**src/hw/rtl/annexb_nal_scanner_unit_assert.svh**
```systemverilog
// Assertion macros shared by the scanner's RTL modules.
// No dependencies; each macro expands to one concurrent assertion.
`ifndef ANNEXB_NAL_SCANNER_UNIT_ASSERT_SVH
`define ANNEXB_NAL_SCANNER_UNIT_ASSERT_SVH

// Same-cycle implication, disabled while reset is asserted.
`define ANBS_ASSERT_IMP(label, clk, rst_n, ante, cons, msg) \
    label: assert property (@(posedge clk) disable iff (!rst_n) (ante) |-> (cons)) \
        else $error(msg);

// Next-cycle implication, disabled while reset is asserted.
`define ANBS_ASSERT_NEXT(label, clk, rst_n, ante, cons, msg) \
    label: assert property (@(posedge clk) disable iff (!rst_n) (ante) |=> (cons)) \
        else $error(msg);

`endif

```
**src/hw/rtl/anbs_pkg.sv**
```systemverilog
// Shared types, codes, constants and the NAL header classifier for the scanner.
// No dependencies; used by every RTL module of the block.
package anbs_pkg;

    // Configuration defaults.
    localparam int DEFAULT_COUNT_WIDTH = 16;
    localparam int DEFAULT_QUEUE_DEPTH = 2;
    localparam int OUT_COUNT_W         = 16;

    // Scan phases.
    localparam logic [1:0] PH_SEEK  = 2'd0;
    localparam logic [1:0] PH_UNIT  = 2'd1;
    localparam logic [1:0] PH_DRAIN = 2'd2;

    // Stream status codes.
    localparam logic [1:0] ERR_NONE   = 2'd0;
    localparam logic [1:0] ERR_START  = 2'd1;
    localparam logic [1:0] ERR_EMPTY  = 2'd2;
    localparam logic [1:0] ERR_HEADER = 2'd3;

    // Codec selection.
    localparam logic MODE_AVC  = 1'b0;
    localparam logic MODE_HEVC = 1'b1;

    // Byte values, the saturation limit of the small scan counters and the zero run a start code needs.
    localparam logic [7:0] START_BYTE = 8'h01;
    localparam logic [7:0] ZERO_BYTE  = 8'h00;
    localparam logic [1:0] RUN_MAX    = 2'd3;
    localparam logic [1:0] RUN_START  = 2'd2;

    // NAL unit types, H.264.
    localparam logic [5:0] AVC_TYPE_LIMIT = 6'd24;
    localparam logic [5:0] AVC_VCL_FIRST  = 6'd1;
    localparam logic [5:0] AVC_IDR        = 6'd5;
    localparam logic [5:0] AVC_SPS        = 6'd7;
    localparam logic [5:0] AVC_PPS        = 6'd8;

    // NAL unit types, HEVC.
    localparam logic [5:0] HEVC_IRAP_FIRST = 6'd16;
    localparam logic [5:0] HEVC_IRAP_LAST  = 6'd23;
    localparam logic [5:0] HEVC_VCL_LAST   = 6'd31;
    localparam logic [5:0] HEVC_VPS        = 6'd32;
    localparam logic [5:0] HEVC_SPS        = 6'd33;
    localparam logic [5:0] HEVC_PPS        = 6'd34;
    localparam logic [5:0] HEVC_TYPE_MAX   = 6'd40;

    // Outcome of checking one unit's header.
    typedef struct packed {
        logic       ok;
        logic [1:0] err;
        logic [5:0] utype;
        logic       ps;
        logic       vcl;
        logic       key;
        logic [2:0] pbit;
    } class_t;

    // One word passed from the front end to the back end.
    typedef struct packed {
        logic       closed;
        logic [5:0] utype;
        logic       ps;
        logic       vcl;
        logic       key;
        logic [2:0] pbit;
        logic       done;
        logic [1:0] status;
    } event_t;

    // Checks a unit's header bytes and classifies the unit.
    function automatic class_t anbs_classify(input logic [7:0] h1, input logic [7:0] h2,
                                             input logic [1:0] tlen, input logic mode);
        class_t     c;
        logic [5:0] t;
        c = '0;
        t = '0;
        if (tlen == 2'd0) begin
            c.err = ERR_EMPTY;
        end else if (mode == MODE_AVC) begin
            t = {1'b0, h1[4:0]};
            if (h1[7] || (t == 6'd0) || (t >= AVC_TYPE_LIMIT)) begin
                c.err = ERR_HEADER;
            end else begin
                c.ok    = 1'b1;
                c.utype = t;
                c.ps    = (t == AVC_SPS) || (t == AVC_PPS);
                c.pbit  = (t == AVC_SPS) ? 3'b001 : ((t == AVC_PPS) ? 3'b010 : 3'b000);
                c.vcl   = (t >= AVC_VCL_FIRST) && (t <= AVC_IDR);
                c.key   = (t == AVC_IDR);
            end
        end else begin
            t = h1[6:1];
            if ((tlen < 2'd2) || h1[7] || (h2[2:0] == 3'd0) || (t > HEVC_TYPE_MAX)) begin
                c.err = ERR_HEADER;
            end else begin
                c.ok    = 1'b1;
                c.utype = t;
                c.ps    = (t >= HEVC_VPS) && (t <= HEVC_PPS);
                c.pbit  = (t == HEVC_VPS) ? 3'b001 :
                          ((t == HEVC_SPS) ? 3'b010 : ((t == HEVC_PPS) ? 3'b100 : 3'b000));
                c.vcl   = (t <= HEVC_VCL_LAST);
                c.key   = (t >= HEVC_IRAP_FIRST) && (t <= HEVC_IRAP_LAST);
            end
        end
        return c;
    endfunction

endpackage

```
**src/hw/rtl/anbs_front.sv**
```systemverilog
// Front end: start code search, unit tracking, header checks and sticky errors.
// Depends on anbs_pkg; emits one event word per closed unit or stream end.
module anbs_front import anbs_pkg::*; (
    input  logic       aclk,
    input  logic       aresetn,
    input  logic       codec_mode,
    input  logic       in_fire,
    input  logic [7:0] in_byte,
    input  logic       in_last,
    output logic       ev_valid,
    output event_t     ev_data
);

    logic [1:0] phase_reg, phase_next;
    logic [1:0] zr_reg, zr_next;
    logic [1:0] pos_reg, pos_next;
    logic [1:0] tl_reg, tl_next;
    logic [7:0] h1_reg, h1_next;
    logic [7:0] h2_reg, h2_next;
    logic [1:0] err_reg, err_next;
    class_t     cls_a, cls_b, hit;
    logic       closed;
    logic       start_code;

    // Next scan state for the byte in flight, following the stream grammar.
    always_comb begin
        phase_next = phase_reg;
        zr_next    = zr_reg;
        pos_next   = pos_reg;
        tl_next    = tl_reg;
        h1_next    = h1_reg;
        h2_next    = h2_reg;
        err_next   = err_reg;
        hit        = '0;
        closed     = 1'b0;
        start_code = (in_byte == START_BYTE) && (zr_reg >= RUN_START);
        cls_a      = anbs_classify(h1_reg, h2_reg, tl_reg, codec_mode);
        if (in_fire) begin
            unique case (phase_reg)
                PH_SEEK: begin
                    if (in_byte == ZERO_BYTE) begin
                        if (zr_reg < RUN_MAX) zr_next = zr_reg + 2'd1;
                    end else if (start_code) begin
                        phase_next = PH_UNIT;
                        zr_next    = '0;
                        pos_next   = '0;
                        tl_next    = '0;
                        h1_next    = '0;
                        h2_next    = '0;
                    end else begin
                        err_next   = ERR_START;
                        phase_next = PH_DRAIN;
                    end
                end
                PH_UNIT: begin
                    if (start_code) begin
                        // A start code closes the current unit.
                        if (cls_a.ok) begin
                            closed   = 1'b1;
                            hit      = cls_a;
                            zr_next  = '0;
                            pos_next = '0;
                            tl_next  = '0;
                            h1_next  = '0;
                            h2_next  = '0;
                        end else begin
                            err_next   = cls_a.err;
                            phase_next = PH_DRAIN;
                        end
                    end else begin
                        if (pos_reg == 2'd0) h1_next = in_byte;
                        else if (pos_reg == 2'd1) h2_next = in_byte;
                        if (in_byte != ZERO_BYTE) begin
                            tl_next = (pos_reg >= 2'd1) ? 2'd2 : 2'd1;
                            zr_next = '0;
                        end else if (zr_reg < RUN_MAX) begin
                            zr_next = zr_reg + 2'd1;
                        end
                        if (pos_reg < RUN_MAX) pos_next = pos_reg + 2'd1;
                    end
                end
                default: begin
                    // Draining after an error: bytes are dropped.
                end
            endcase
        end

        // The final byte closes whatever is open.
        cls_b = anbs_classify(h1_next, h2_next, tl_next, codec_mode);
        if (in_fire && in_last && (err_next == ERR_NONE)) begin
            if (phase_next == PH_SEEK) begin
                err_next = ERR_START;
            end else if (phase_next == PH_UNIT) begin
                if (cls_b.ok) begin
                    closed = 1'b1;
                    hit    = cls_b;
                end else begin
                    err_next = cls_b.err;
                end
            end
        end

        ev_valid       = in_fire && (closed || in_last);
        ev_data.closed = closed;
        ev_data.utype  = hit.utype;
        ev_data.ps     = hit.ps;
        ev_data.vcl    = hit.vcl;
        ev_data.key    = hit.key;
        ev_data.pbit   = hit.pbit;
        ev_data.done   = in_last;
        ev_data.status = err_next;

        // The stream end rearms the scanner.
        if (in_fire && in_last) begin
            phase_next = PH_SEEK;
            zr_next    = '0;
            pos_next   = '0;
            tl_next    = '0;
            h1_next    = '0;
            h2_next    = '0;
            err_next   = ERR_NONE;
        end
    end

    // Scan state registers.
    always_ff @(posedge aclk) begin
        if (!aresetn) begin
            phase_reg <= PH_SEEK;
            zr_reg    <= '0;
            pos_reg   <= '0;
            tl_reg    <= '0;
            h1_reg    <= '0;
            h2_reg    <= '0;
            err_reg   <= ERR_NONE;
        end else begin
            phase_reg <= phase_next;
            zr_reg    <= zr_next;
            pos_reg   <= pos_next;
            tl_reg    <= tl_next;
            h1_reg    <= h1_next;
            h2_reg    <= h2_next;
            err_reg   <= err_next;
        end
    end

endmodule

```
**src/hw/rtl/anbs_queue.sv**
```systemverilog
// Short event queue between the front end and the back end.
// Depends on anbs_pkg and the assertion macro header.
`include "annexb_nal_scanner_unit_assert.svh"

module anbs_queue import anbs_pkg::*; #(
    parameter int DEPTH = DEFAULT_QUEUE_DEPTH
) (
    input  logic   aclk,
    input  logic   aresetn,
    input  logic   push,
    input  event_t wr_data,
    input  logic   pop,
    output event_t rd_data,
    output logic   full,
    output logic   not_empty
);

    localparam int PTR_W = (DEPTH > 1) ? $clog2(DEPTH) : 1;
    localparam int CNT_W = $clog2(DEPTH + 1);

    event_t             mem [DEPTH];
    logic [PTR_W-1:0]   wr_ptr_reg, wr_ptr_next;
    logic [PTR_W-1:0]   rd_ptr_reg, rd_ptr_next;
    logic [CNT_W-1:0]   cnt_reg, cnt_next;

    assign full      = (cnt_reg == CNT_W'(DEPTH));
    assign not_empty = (cnt_reg != '0);
    assign rd_data   = mem[rd_ptr_reg];

    // Pointer and fill count updates, wrapping at the depth.
    always_comb begin
        wr_ptr_next = wr_ptr_reg;
        rd_ptr_next = rd_ptr_reg;
        cnt_next    = cnt_reg;
        if (push) begin
            wr_ptr_next = (wr_ptr_reg == PTR_W'(DEPTH - 1)) ? '0 : wr_ptr_reg + 1'b1;
        end
        if (pop) begin
            rd_ptr_next = (rd_ptr_reg == PTR_W'(DEPTH - 1)) ? '0 : rd_ptr_reg + 1'b1;
        end
        if (push && !pop) cnt_next = cnt_reg + 1'b1;
        else if (pop && !push) cnt_next = cnt_reg - 1'b1;
    end

    // Storage write.
    always_ff @(posedge aclk) begin
        if (push) mem[wr_ptr_reg] <= wr_data;
    end

    // Control registers.
    always_ff @(posedge aclk) begin
        if (!aresetn) begin
            wr_ptr_reg <= '0;
            rd_ptr_reg <= '0;
            cnt_reg    <= '0;
        end else begin
            wr_ptr_reg <= wr_ptr_next;
            rd_ptr_reg <= rd_ptr_next;
            cnt_reg    <= cnt_next;
        end
    end

    `ANBS_ASSERT_IMP(a_no_overflow, aclk, aresetn, push, !full, "queue write while full")
    `ANBS_ASSERT_IMP(a_no_underflow, aclk, aresetn, pop, not_empty, "queue read while empty")
    `ANBS_ASSERT_NEXT(a_cnt_hold, aclk, aresetn, push == pop, $stable(cnt_reg),
        "queue fill count moved without net change")

endmodule

```
**src/hw/rtl/anbs_back.sv**
```systemverilog
// Back end: running unit totals, parameter set mask and the result register.
// Depends on anbs_pkg and the assertion macro header.
`include "annexb_nal_scanner_unit_assert.svh"

module anbs_back import anbs_pkg::*; #(
    parameter int COUNT_WIDTH = DEFAULT_COUNT_WIDTH
) (
    input  logic                   aclk,
    input  logic                   aresetn,
    input  logic                   q_not_empty,
    input  event_t                 q_data,
    output logic                   q_pop,
    output logic                   m_valid,
    input  logic                   m_ready,
    output logic                   m_unit_closed,
    output logic [5:0]             m_unit_type,
    output logic                   m_is_param_set,
    output logic                   m_is_vcl,
    output logic                   m_is_key,
    output logic [OUT_COUNT_W-1:0] m_unit_total,
    output logic [OUT_COUNT_W-1:0] m_param_total,
    output logic [OUT_COUNT_W-1:0] m_vcl_total,
    output logic [OUT_COUNT_W-1:0] m_key_total,
    output logic [2:0]             m_param_seen_mask,
    output logic                   m_stream_done,
    output logic [1:0]             m_stream_status
);

    logic [COUNT_WIDTH-1:0] unit_cnt_reg, unit_cnt_next, unit_upd;
    logic [COUNT_WIDTH-1:0] param_cnt_reg, param_cnt_next, param_upd;
    logic [COUNT_WIDTH-1:0] vcl_cnt_reg, vcl_cnt_next, vcl_upd;
    logic [COUNT_WIDTH-1:0] key_cnt_reg, key_cnt_next, key_upd;
    logic [2:0]             mask_reg, mask_next, mask_upd;
    logic [31:0]            unit_ext, param_ext, vcl_ext, key_ext;
    logic                   valid_reg;

    logic                   closed_reg, ps_reg, vcl_reg, key_reg, done_reg;
    logic [5:0]             utype_reg;
    logic [1:0]             status_reg;
    logic [OUT_COUNT_W-1:0] unit_tot_reg, param_tot_reg, vcl_tot_reg, key_tot_reg;
    logic [2:0]             seen_reg;

    // Take the next word when the result register is free or being drained.
    assign q_pop = q_not_empty && (!valid_reg || m_ready);

    // Saturating count updates for the word at the queue head.
    always_comb begin
        unit_upd  = unit_cnt_reg;
        param_upd = param_cnt_reg;
        vcl_upd   = vcl_cnt_reg;
        key_upd   = key_cnt_reg;
        mask_upd  = mask_reg | q_data.pbit;
        if (q_data.closed && (unit_cnt_reg != '1)) begin
            unit_upd = unit_cnt_reg + COUNT_WIDTH'(1);
        end
        if (q_data.ps && (param_cnt_reg != '1)) begin
            param_upd = param_cnt_reg + COUNT_WIDTH'(1);
        end
        if (q_data.vcl && (vcl_cnt_reg != '1)) begin
            vcl_upd = vcl_cnt_reg + COUNT_WIDTH'(1);
        end
        if (q_data.key && (key_cnt_reg != '1)) begin
            key_upd = key_cnt_reg + COUNT_WIDTH'(1);
        end
        unit_ext  = 32'(unit_upd);
        param_ext = 32'(param_upd);
        vcl_ext   = 32'(vcl_upd);
        key_ext   = 32'(key_upd);

        // The stream end word clears the totals once it is reported.
        unit_cnt_next  = unit_cnt_reg;
        param_cnt_next = param_cnt_reg;
        vcl_cnt_next   = vcl_cnt_reg;
        key_cnt_next   = key_cnt_reg;
        mask_next      = mask_reg;
        if (q_pop) begin
            if (q_data.done) begin
                unit_cnt_next  = '0;
                param_cnt_next = '0;
                vcl_cnt_next   = '0;
                key_cnt_next   = '0;
                mask_next      = '0;
            end else begin
                unit_cnt_next  = unit_upd;
                param_cnt_next = param_upd;
                vcl_cnt_next   = vcl_upd;
                key_cnt_next   = key_upd;
                mask_next      = mask_upd;
            end
        end
    end

    // Totals and the result valid flag.
    always_ff @(posedge aclk) begin
        if (!aresetn) begin
            unit_cnt_reg  <= '0;
            param_cnt_reg <= '0;
            vcl_cnt_reg   <= '0;
            key_cnt_reg   <= '0;
            mask_reg      <= '0;
            valid_reg     <= 1'b0;
        end else begin
            unit_cnt_reg  <= unit_cnt_next;
            param_cnt_reg <= param_cnt_next;
            vcl_cnt_reg   <= vcl_cnt_next;
            key_cnt_reg   <= key_cnt_next;
            mask_reg      <= mask_next;
            if (q_pop) valid_reg <= 1'b1;
            else if (m_ready) valid_reg <= 1'b0;
        end
    end

    // Result payload, loaded with each word taken from the queue.
    always_ff @(posedge aclk) begin
        if (q_pop) begin
            closed_reg    <= q_data.closed;
            utype_reg     <= q_data.utype;
            ps_reg        <= q_data.ps;
            vcl_reg       <= q_data.vcl;
            key_reg       <= q_data.key;
            done_reg      <= q_data.done;
            status_reg    <= q_data.status;
            unit_tot_reg  <= unit_ext[OUT_COUNT_W-1:0];
            param_tot_reg <= param_ext[OUT_COUNT_W-1:0];
            vcl_tot_reg   <= vcl_ext[OUT_COUNT_W-1:0];
            key_tot_reg   <= key_ext[OUT_COUNT_W-1:0];
            seen_reg      <= mask_upd;
        end
    end

    assign m_valid           = valid_reg;
    assign m_unit_closed     = closed_reg;
    assign m_unit_type       = utype_reg;
    assign m_is_param_set    = ps_reg;
    assign m_is_vcl          = vcl_reg;
    assign m_is_key          = key_reg;
    assign m_unit_total      = unit_tot_reg;
    assign m_param_total     = param_tot_reg;
    assign m_vcl_total       = vcl_tot_reg;
    assign m_key_total       = key_tot_reg;
    assign m_param_seen_mask = seen_reg;
    assign m_stream_done     = done_reg;
    assign m_stream_status   = status_reg;

    `ANBS_ASSERT_IMP(a_status_only_at_end, aclk, aresetn, valid_reg && !done_reg,
        status_reg == ERR_NONE, "error status on a result before the stream end")
    `ANBS_ASSERT_IMP(a_class_needs_unit, aclk, aresetn, valid_reg && !closed_reg,
        (utype_reg == '0) && !ps_reg && !vcl_reg && !key_reg,
        "unit class reported without a closed unit")
    `ANBS_ASSERT_IMP(a_key_is_vcl, aclk, aresetn, valid_reg && key_reg, vcl_reg,
        "key unit not marked as VCL")

endmodule

```
**src/hw/rtl/annexb_nal_scanner_unit.sv**
```systemverilog
// Usage notes: the scanner takes an Annex B byte stream on the s_ channel, one word
// per byte with s_last_byte on the final byte, and returns result words on the m_
// channel. A result comes out for every NAL unit that closes with a valid header
// and for the final byte of the stream, which carries stream_done and the status.
// codec_mode selects H.264 or HEVC header rules; write it through cfg_wr_en and
// cfg_wr_data while no bytes are in flight.
// Throughput: one byte per cycle, sustained while m_ready stays high.
// The front end scans the byte in the cycle it is accepted and pushes its event
// word into the queue at that same edge; the back end loads the word into its
// result register, where m_valid rises, once that register is free or draining.
// Stalls: when m_ready is low the result register holds, the event queue fills and
// s_ready drops once the queue (QUEUE_DEPTH words) is full.
// Reset: aresetn is synchronous and active low; it clears the scan state, the
// totals, the queue and codec_mode (H.264). After the final byte the scanner and
// totals rearm by themselves; codec_mode keeps its value.
// Depends on anbs_pkg, anbs_front, anbs_queue and anbs_back.
module annexb_nal_scanner_unit import anbs_pkg::*; #(
    parameter int COUNT_WIDTH = DEFAULT_COUNT_WIDTH,
    parameter int QUEUE_DEPTH = DEFAULT_QUEUE_DEPTH
) (
    input  logic                   aclk,
    input  logic                   aresetn,
    input  logic                   cfg_wr_en,
    input  logic                   cfg_wr_data,
    input  logic                   s_valid,
    output logic                   s_ready,
    input  logic [7:0]             s_stream_byte,
    input  logic                   s_last_byte,
    output logic                   m_valid,
    input  logic                   m_ready,
    output logic                   m_unit_closed,
    output logic [5:0]             m_unit_type,
    output logic                   m_is_param_set,
    output logic                   m_is_vcl,
    output logic                   m_is_key,
    output logic [OUT_COUNT_W-1:0] m_unit_total,
    output logic [OUT_COUNT_W-1:0] m_param_total,
    output logic [OUT_COUNT_W-1:0] m_vcl_total,
    output logic [OUT_COUNT_W-1:0] m_key_total,
    output logic [2:0]             m_param_seen_mask,
    output logic                   m_stream_done,
    output logic [1:0]             m_stream_status
);

    logic   codec_mode_reg;
    logic   in_fire;
    logic   ev_valid;
    event_t ev_data;
    event_t q_data;
    logic   q_full;
    logic   q_not_empty;
    logic   q_pop;

    // Codec selection register.
    always_ff @(posedge aclk) begin
        if (!aresetn) begin
            codec_mode_reg <= MODE_AVC;
        end else if (cfg_wr_en) begin
            codec_mode_reg <= cfg_wr_data;
        end
    end

    // Bytes are taken whenever the queue has room for an event.
    assign s_ready = !q_full;
    assign in_fire = s_valid && s_ready;

    anbs_front u_front (
        .aclk       (aclk),
        .aresetn    (aresetn),
        .codec_mode (codec_mode_reg),
        .in_fire    (in_fire),
        .in_byte    (s_stream_byte),
        .in_last    (s_last_byte),
        .ev_valid   (ev_valid),
        .ev_data    (ev_data)
    );

    anbs_queue #(
        .DEPTH (QUEUE_DEPTH)
    ) u_queue (
        .aclk      (aclk),
        .aresetn   (aresetn),
        .push      (ev_valid),
        .wr_data   (ev_data),
        .pop       (q_pop),
        .rd_data   (q_data),
        .full      (q_full),
        .not_empty (q_not_empty)
    );

    anbs_back #(
        .COUNT_WIDTH (COUNT_WIDTH)
    ) u_back (
        .aclk              (aclk),
        .aresetn           (aresetn),
        .q_not_empty       (q_not_empty),
        .q_data            (q_data),
        .q_pop             (q_pop),
        .m_valid           (m_valid),
        .m_ready           (m_ready),
        .m_unit_closed     (m_unit_closed),
        .m_unit_type       (m_unit_type),
        .m_is_param_set    (m_is_param_set),
        .m_is_vcl          (m_is_vcl),
        .m_is_key          (m_is_key),
        .m_unit_total      (m_unit_total),
        .m_param_total     (m_param_total),
        .m_vcl_total       (m_vcl_total),
        .m_key_total       (m_key_total),
        .m_param_seen_mask (m_param_seen_mask),
        .m_stream_done     (m_stream_done),
        .m_stream_status   (m_stream_status)
    );

endmodule

```
**config.mk**
```make
export PLATFORM = sky130hd
export DESIGN_NAME = annexb_nal_scanner_unit
export DESIGN_NICKNAME = d
export VERILOG_FILES = /design/src/hw/rtl/anbs_pkg.sv /design/src/hw/rtl/anbs_front.sv /design/src/hw/rtl/anbs_queue.sv /design/src/hw/rtl/anbs_back.sv /design/src/hw/rtl/annexb_nal_scanner_unit.sv
export VERILOG_INCLUDE_DIRS = /design/src /design/src/hw/rtl
export SDC_FILE = /design/constraint.sdc
export NUM_CORES = 1
export LEC_CHECK = 0
export ABC_CLOCK_PERIOD_IN_PS = 8800
export BUFFER_PORTS_ARGS = -buffer_cell sky130_fd_sc_hd__buf_2
export CAP_MARGIN = 20
export CORE_MARGIN = 2
export CORE_UTILIZATION = 25
export CTS_BUF_LIST = sky130_fd_sc_hd__clkbuf_16
export DETAILED_ROUTE_END_ITERATION = 12
export SLEW_MARGIN = 15
export SYNTH_ARGS = -nofsm -noshare
export SYNTH_HDL_FRONTEND = slang
export SYNTH_SLANG_ARGS = --single-unit
```
**constraint.sdc**
```tcl
create_clock -name aclk -period 8.8 [get_ports aclk]
set_input_delay 0.88 -clock aclk [delete_from_list [all_inputs] [get_ports aclk]]
set_output_delay 0.88 -clock aclk [all_outputs]
set_load 0.03 [all_outputs]
```
[Word level (Yosys, flattened, before mapping)]
Memory sizes are Yosys's and may differ from the RTL's. A register that Yosys moved wholly into a read port is not among the register bits.
Index checks and enable logic that the tools add are counted.
Storage, ports and cells
  bits in registers: 174
  memory bits (writable): 32
  input bits: 15
  output and inout bits: 82
  logic and storage cells: 262
  memories kept: 1
Memory list
  u_queue.mem: depth 2, bits a word 16, read ports 1, clocked after Yosys merged registers in 1, write ports 1, RTL line anbs_queue.sv:21  | event_t mem [DEPTH];
Cells by class
  add/sub/neg operators: 10
  magnitude comparators: 24
  equality and inequality tests: 26
  muxes and demuxes: 115
  bitwise logic cells: 2
  reductions and logical operators: 55
Operators with widths (count)
  two-way mux 12 bit: 12
  two-way mux 16 bit: 8
  two-way mux 2 bit: 40
  adder 16 x 1 -> 16 bit, second input constant: 4
  inequality test 16 bit, second input constant: 4
  two-way mux 3 bit: 16
  two-way mux 8 bit: 6
  equality test 6 bit, second input constant: 6
  two-way mux 15 bit: 2
  less-or-equal comparator 6 x 5 -> 1 bit, second input constant: 4
  two-way mux 1 bit: 22
  two-way mux 11 bit: 2
  equality test 5 x 3 -> 1 bit, second input constant: 4
  case mux 2 bit (2 select lines): 5
  logical AND 1 bit: 18
  case mux 8 bit (2 select lines): 1
  logical OR 1 bit: 14
  greater-or-equal comparator 6 x 5 -> 1 bit, second input constant: 2
  greater-or-equal comparator 6 bit, second input constant: 2
  greater-than comparator 6 bit, second input constant: 2
  less-or-equal comparator 6 bit, second input constant: 2
  logical NOT 2 bit: 6
  equality test 5 x 4 -> 1 bit, second input constant: 2
  greater-or-equal comparator 5 x 1 -> 1 bit, second input constant: 2
  other kinds (27): 46

[Depth between registers and ports, before layout]
  depth in word-level cells: 28
  mapped depth: 13
  mapped depth without buffers: 11

[Modules after synthesis]
A second synthesis with hierarchy kept.
Second synthesis, totals
  cell total of the unflattened synthesis: 1043
  area, all modules: 10651.5 um^2
By module, submodules not included
  anbs_back: times used 1, cells each 651, area each 6979.2 um^2, sequential area each 3763.6 um^2
  anbs_front: times used 1, cells each 315, area each 2250.9 um^2, sequential area each 420.4 um^2
  anbs_queue: times used 1, cells each 72, area each 1375.1 um^2, sequential area each 1061.0 um^2
  annexb_nal_scanner_unit: times used 1, cells each 5, area each 46.3 um^2, sequential area each 20.0 um^2

[Worst setup path before layout]
No wires, ideal clock.
  path kind: input to register
  start point: input m_ready
  end point: register u_back.param_cnt_reg[7]
  setup time: 0.118 ns
  arrival: 4.478 ns
  slack: 4.205 ns
  stages on the path: 8
  path buffers: 2
  cells stage by stage: nor2b_1 -> or2_2 -> clkbuf_1 -> clkinv_1 -> clkbuf_1 -> o21ai_0 -> a21oi_1 -> nor2b_1
On the way
  word-level cells in the longest chain between the ends: 2
Ends and longest elaborated chain
  from (decl): RTL line annexb_nal_scanner_unit.sv:30  | input logic m_ready,
  logical OR 1 bit: RTL line anbs_back.sv:44  | assign q_pop = q_not_empty && (!valid_reg || m_ready);
  logical AND 1 bit: RTL line anbs_back.sv:44
  net q_pop: RTL line annexb_nal_scanner_unit.sv:52  | logic q_pop;
  to (signal assigned): RTL line anbs_back.sv:104  | param_cnt_reg <= param_cnt_next;
  to (decl): RTL line anbs_back.sv:30  | logic [COUNT_WIDTH-1:0] param_cnt_reg, param_cnt_next, param_upd;
The timed path passes the listed nets, and every way through them passes these cells.
A chain may end at the register's enable or synchronous reset.

==> metrics.md <==
| Metric | Value |
|---|---|
| Leak | `4.32 nW` |
| FP Rows | `between 70 and 80` |
| CP Data Arrival Time | `4320 ps` |
| Vias in the first global route | `7262` |
| GRT Total Usage | `0.127` |
| Largest register FFs | `32` |
| Worst hold-check path type | `flop to flop` |
| Async SR Flop Fraction | `0` |
| Crit. End Element | `flop` |
| Buffers plus inverters on the worst setup path | `0` |
| Gates resized, CTS repair | `0` |
| First-iteration detailed-routing DRC count | `482` |
| DRC viols | `0` |
| Area occupied by registers | `0.00527 mm^2` |
| Slew Viols, Final | `0` |
| Fin crit share | `0.456` |
| Number of synthesized flops with an enable pin | `112` |
| Warnings, synthesis | `0` |
| Largest net degree at the start of global routing | `81` |
| Slowest cell on crit path | `o311ai_0` |
| Finish-stage setup viols | `0` |
| Clk_skew | `10.2 ps` |
| Post-CTS setup buffers | `0` |
| Max VDD drop | `0.123 mV` |
| Clock transition at path regs | `60 ps` |
| Syn Nets | `982` |
| Post-Synth XOR/XNOR Area | `0.0554` |
| Area growth syn-to-layout | `18.1%` |
| Core Area | `between 0.03 and 0.04 mm^2` |
| CTS tree | `yes` |
| Hold buffers post-CTS | `0` |
| Final setup TNS | `0 ps` |
| Reg2Reg Depth | `9` |
| # IOs | `97` |
| Max FO, Critical Path | `18` |
| Hold Crit Depth | `2` |
| # clock sinks | `207` |
| Buffers on Ports | `96` |
| Worst skew pair latency | `520 ps` |
| Post-Syn Instances | `959` |
| Die Wd | `204 um` |
| Delay-heaviest family, CP | `compound AO/OA/AOI/OAI gates` |
| Adder-cell area share of the yosys netlist | `0.0101` |
| Antenna Cells | `0` |
| Startpoint types | `flop` |
| Synth top area share | `0.338` |
| Drt wl/cell | `16.9 um` |
| Routability cong. | `0.864` |
| Layout fillers | `roughly 4000` |
| Max transition margin | `0.246` |
| DR vias | `7616` |
| Synth top area cells | `edfxtp_1, dfxtp_1, nor2b_1` |
| Sequential-to-total area share from yosys stat | `0.529` |
| Compound-cell area share of the yosys netlist | `0.158` |
| Critical path depth | `9` |
| Max H-tree Level | `1` |
| Total congestion overflow | `0` |
| Final Util | `0.297` |
| Post-synth cell types | `75` |
| Largest family of logic cells by synthesized area | `simple AND/OR/NAND/NOR gates` |
| ANT nets after route | `0` |
| CTS root buffer | `clkbuf_16` |
| Initial antenna violation count | `0` |
| Slowest Stage Delay on Critical Path | `730 ps` |
| Syn avg cell area | `10.4 um^2` |
| Clock Tree Buf Depth | `3` |
| Via/cell ratio | `~4.8` |
| Total power | `0.00321 W` |
| Final hold viol count | `0` |
| Die area | `0.0414 mm^2` |
| DRT Wirelength | `~27000 um` |
| Reg with most FFs | `u_queue.mem` |
| CTS Buf Count | `24` |
| Minimum clock period | `4020 ps` |
| Multi-input gate area | `0.00442 mm^2` |
| Most frequent cells in the layout | `edfxtp_1, buf_2, dfxtp_1` |
| Pwr Density | `273 mW/mm^2` |
| R2r setup slk | `4780 ps` |
| #FFs+latches synth | `roughly 210` |
| First-pass GRT wire length | `41900 um` |
| CP required | `around 9100 ps` |
| Worst-path cell chain | `or3_1 -> o311ai_0 -> o211ai_1 -> a2bb2oi_1 -> a21oi_1 -> or3_1 -> nor4_1 -> a21oi_1 -> o21ai_0` |
| Max Cap Viol | `0` |
| Final nets | `1058` |
| DRT Pass-1 Iters | `5` |
| Detailed Place HPWL | `approximately 18000 um` |
| Crit Path Class | `flop to flop` |
| Share of layout cells above drive strength 1 | `0.165` |
| Mux cell area share after synthesis | `0.0280` |
| Synth Cell Area | `between 0.009 and 0.01 mm^2` |
| Die Height | `204 um` |
| Status | `completed` |
| Simple-Gate Fraction of Synth Area | `0.193` |
| Max Fclk | `0.249 GHz` |
| RSZ-0062 raised after global routing | `false` |
| Least-Margin Pin Slew | `1100 ps` |
| Ys flop type | `edfxtp_1` |
| Synth area leader | `edfxtp_1` |
| Starting Density | `0.252` |
| Leading cell type in the layout, fill and taps excluded | `edfxtp_1` |
-- worst min-delay path: cells and delay by family (launching register included) --
kind               cells  cell delay [ps]
and+or+nand+nor        1               60
DFF                    1              320
AOI/OAI and AO/OA      1               50
-- metal layers --
layer / share of wire / vias up / wire, um / GRT usage
li1: - / 3699 / - / -
met1: 0.46 / 3694 / 12200 / 0.171
met2: 0.47 / 189 / 12700 / 0.213
met3: 0.048 / 34 / 1280 / 0.0195
met4: 0.021 / 0 / 574 / 0.0300
met5: 0 / - / 0 / 0
-- through the flow --
stage	setup WS [ps]	cells	instance area (um^2)	hold slack, ps
after global routing	4380	1578	11800	516
after detailed placement	4330	1534	10900	474
after global placement	4380	1534	10900	457
final	4780	1578	11800	479
after floorplan	4200	959	9960	449
after CTS	4730	1578	11800	482
-- Yosys cell counts (all sizes together) (8+ instances only) --
| library cell | n |
|---|---|
| edfxtp | 112 |
| dfxtp | 95 |
| nor2 | 77 |
| nor2b | 76 |
| a22oi | 56 |
| nand2 | 55 |
| clkbuf | 48 |
| o21ai | 42 |
| a21oi | 34 |
| nand3 | 33 |
| xnor2 | 32 |
| xor2 | 31 |
| and3 | 28 |
| nor3 | 24 |
| mux2 | 15 |
| inv | 12 |
| or3 | 12 |
| mux2i | 11 |
| nand4 | 11 |
| nor4 | 9 |
| o22ai | 9 |
| and2 | 8 |
| and4 | 8 |
| ha | 8 |
| or2 | 8 |
-- path summary, 6_finish.rpt --
kind / start / to
hold / removal: u_front.zr_reg[0] / u_front.zr_reg[0]
hold reg to reg: u_front.zr_reg[0] / u_front.zr_reg[0]
setup / recovery: u_front.h1_reg[1] / u_queue.mem[0][9]
setup reg to reg: u_front.h1_reg[1] / u_queue.mem[0][9]
-- layout make-up --
class,instances,area share
clock buffers,25,0.0532
multi-input cells,683,0.376
repair buffers,105,0.0466
well taps,525,0.0558
flip-flops and latches,207,0.448
clock inverters,19,0.0162
inverters,14,0.00468
-- logic make-up (layout without fill, tap and decap cells) --
kind of cell,Yosys count,in the layout
and+or+nand+nor,363,363
AOI/OAI and AO/OA,223,223
DFF,207,207
buffers and inverters,69,163
xor gates and xnor gates,63,63
muxes,26,26
adders and majority gates,8,8
-- power breakdown --
group	leakage, nW	total [W]	switching, W	internal [W]
sequential	1.85	0.00131	0.0000755	0.00124
clock	0.403	0.00103	0.000401	0.000630
combinational	2.07	0.000870	0.000659	0.000211
(Power assumes the default switching activity.)
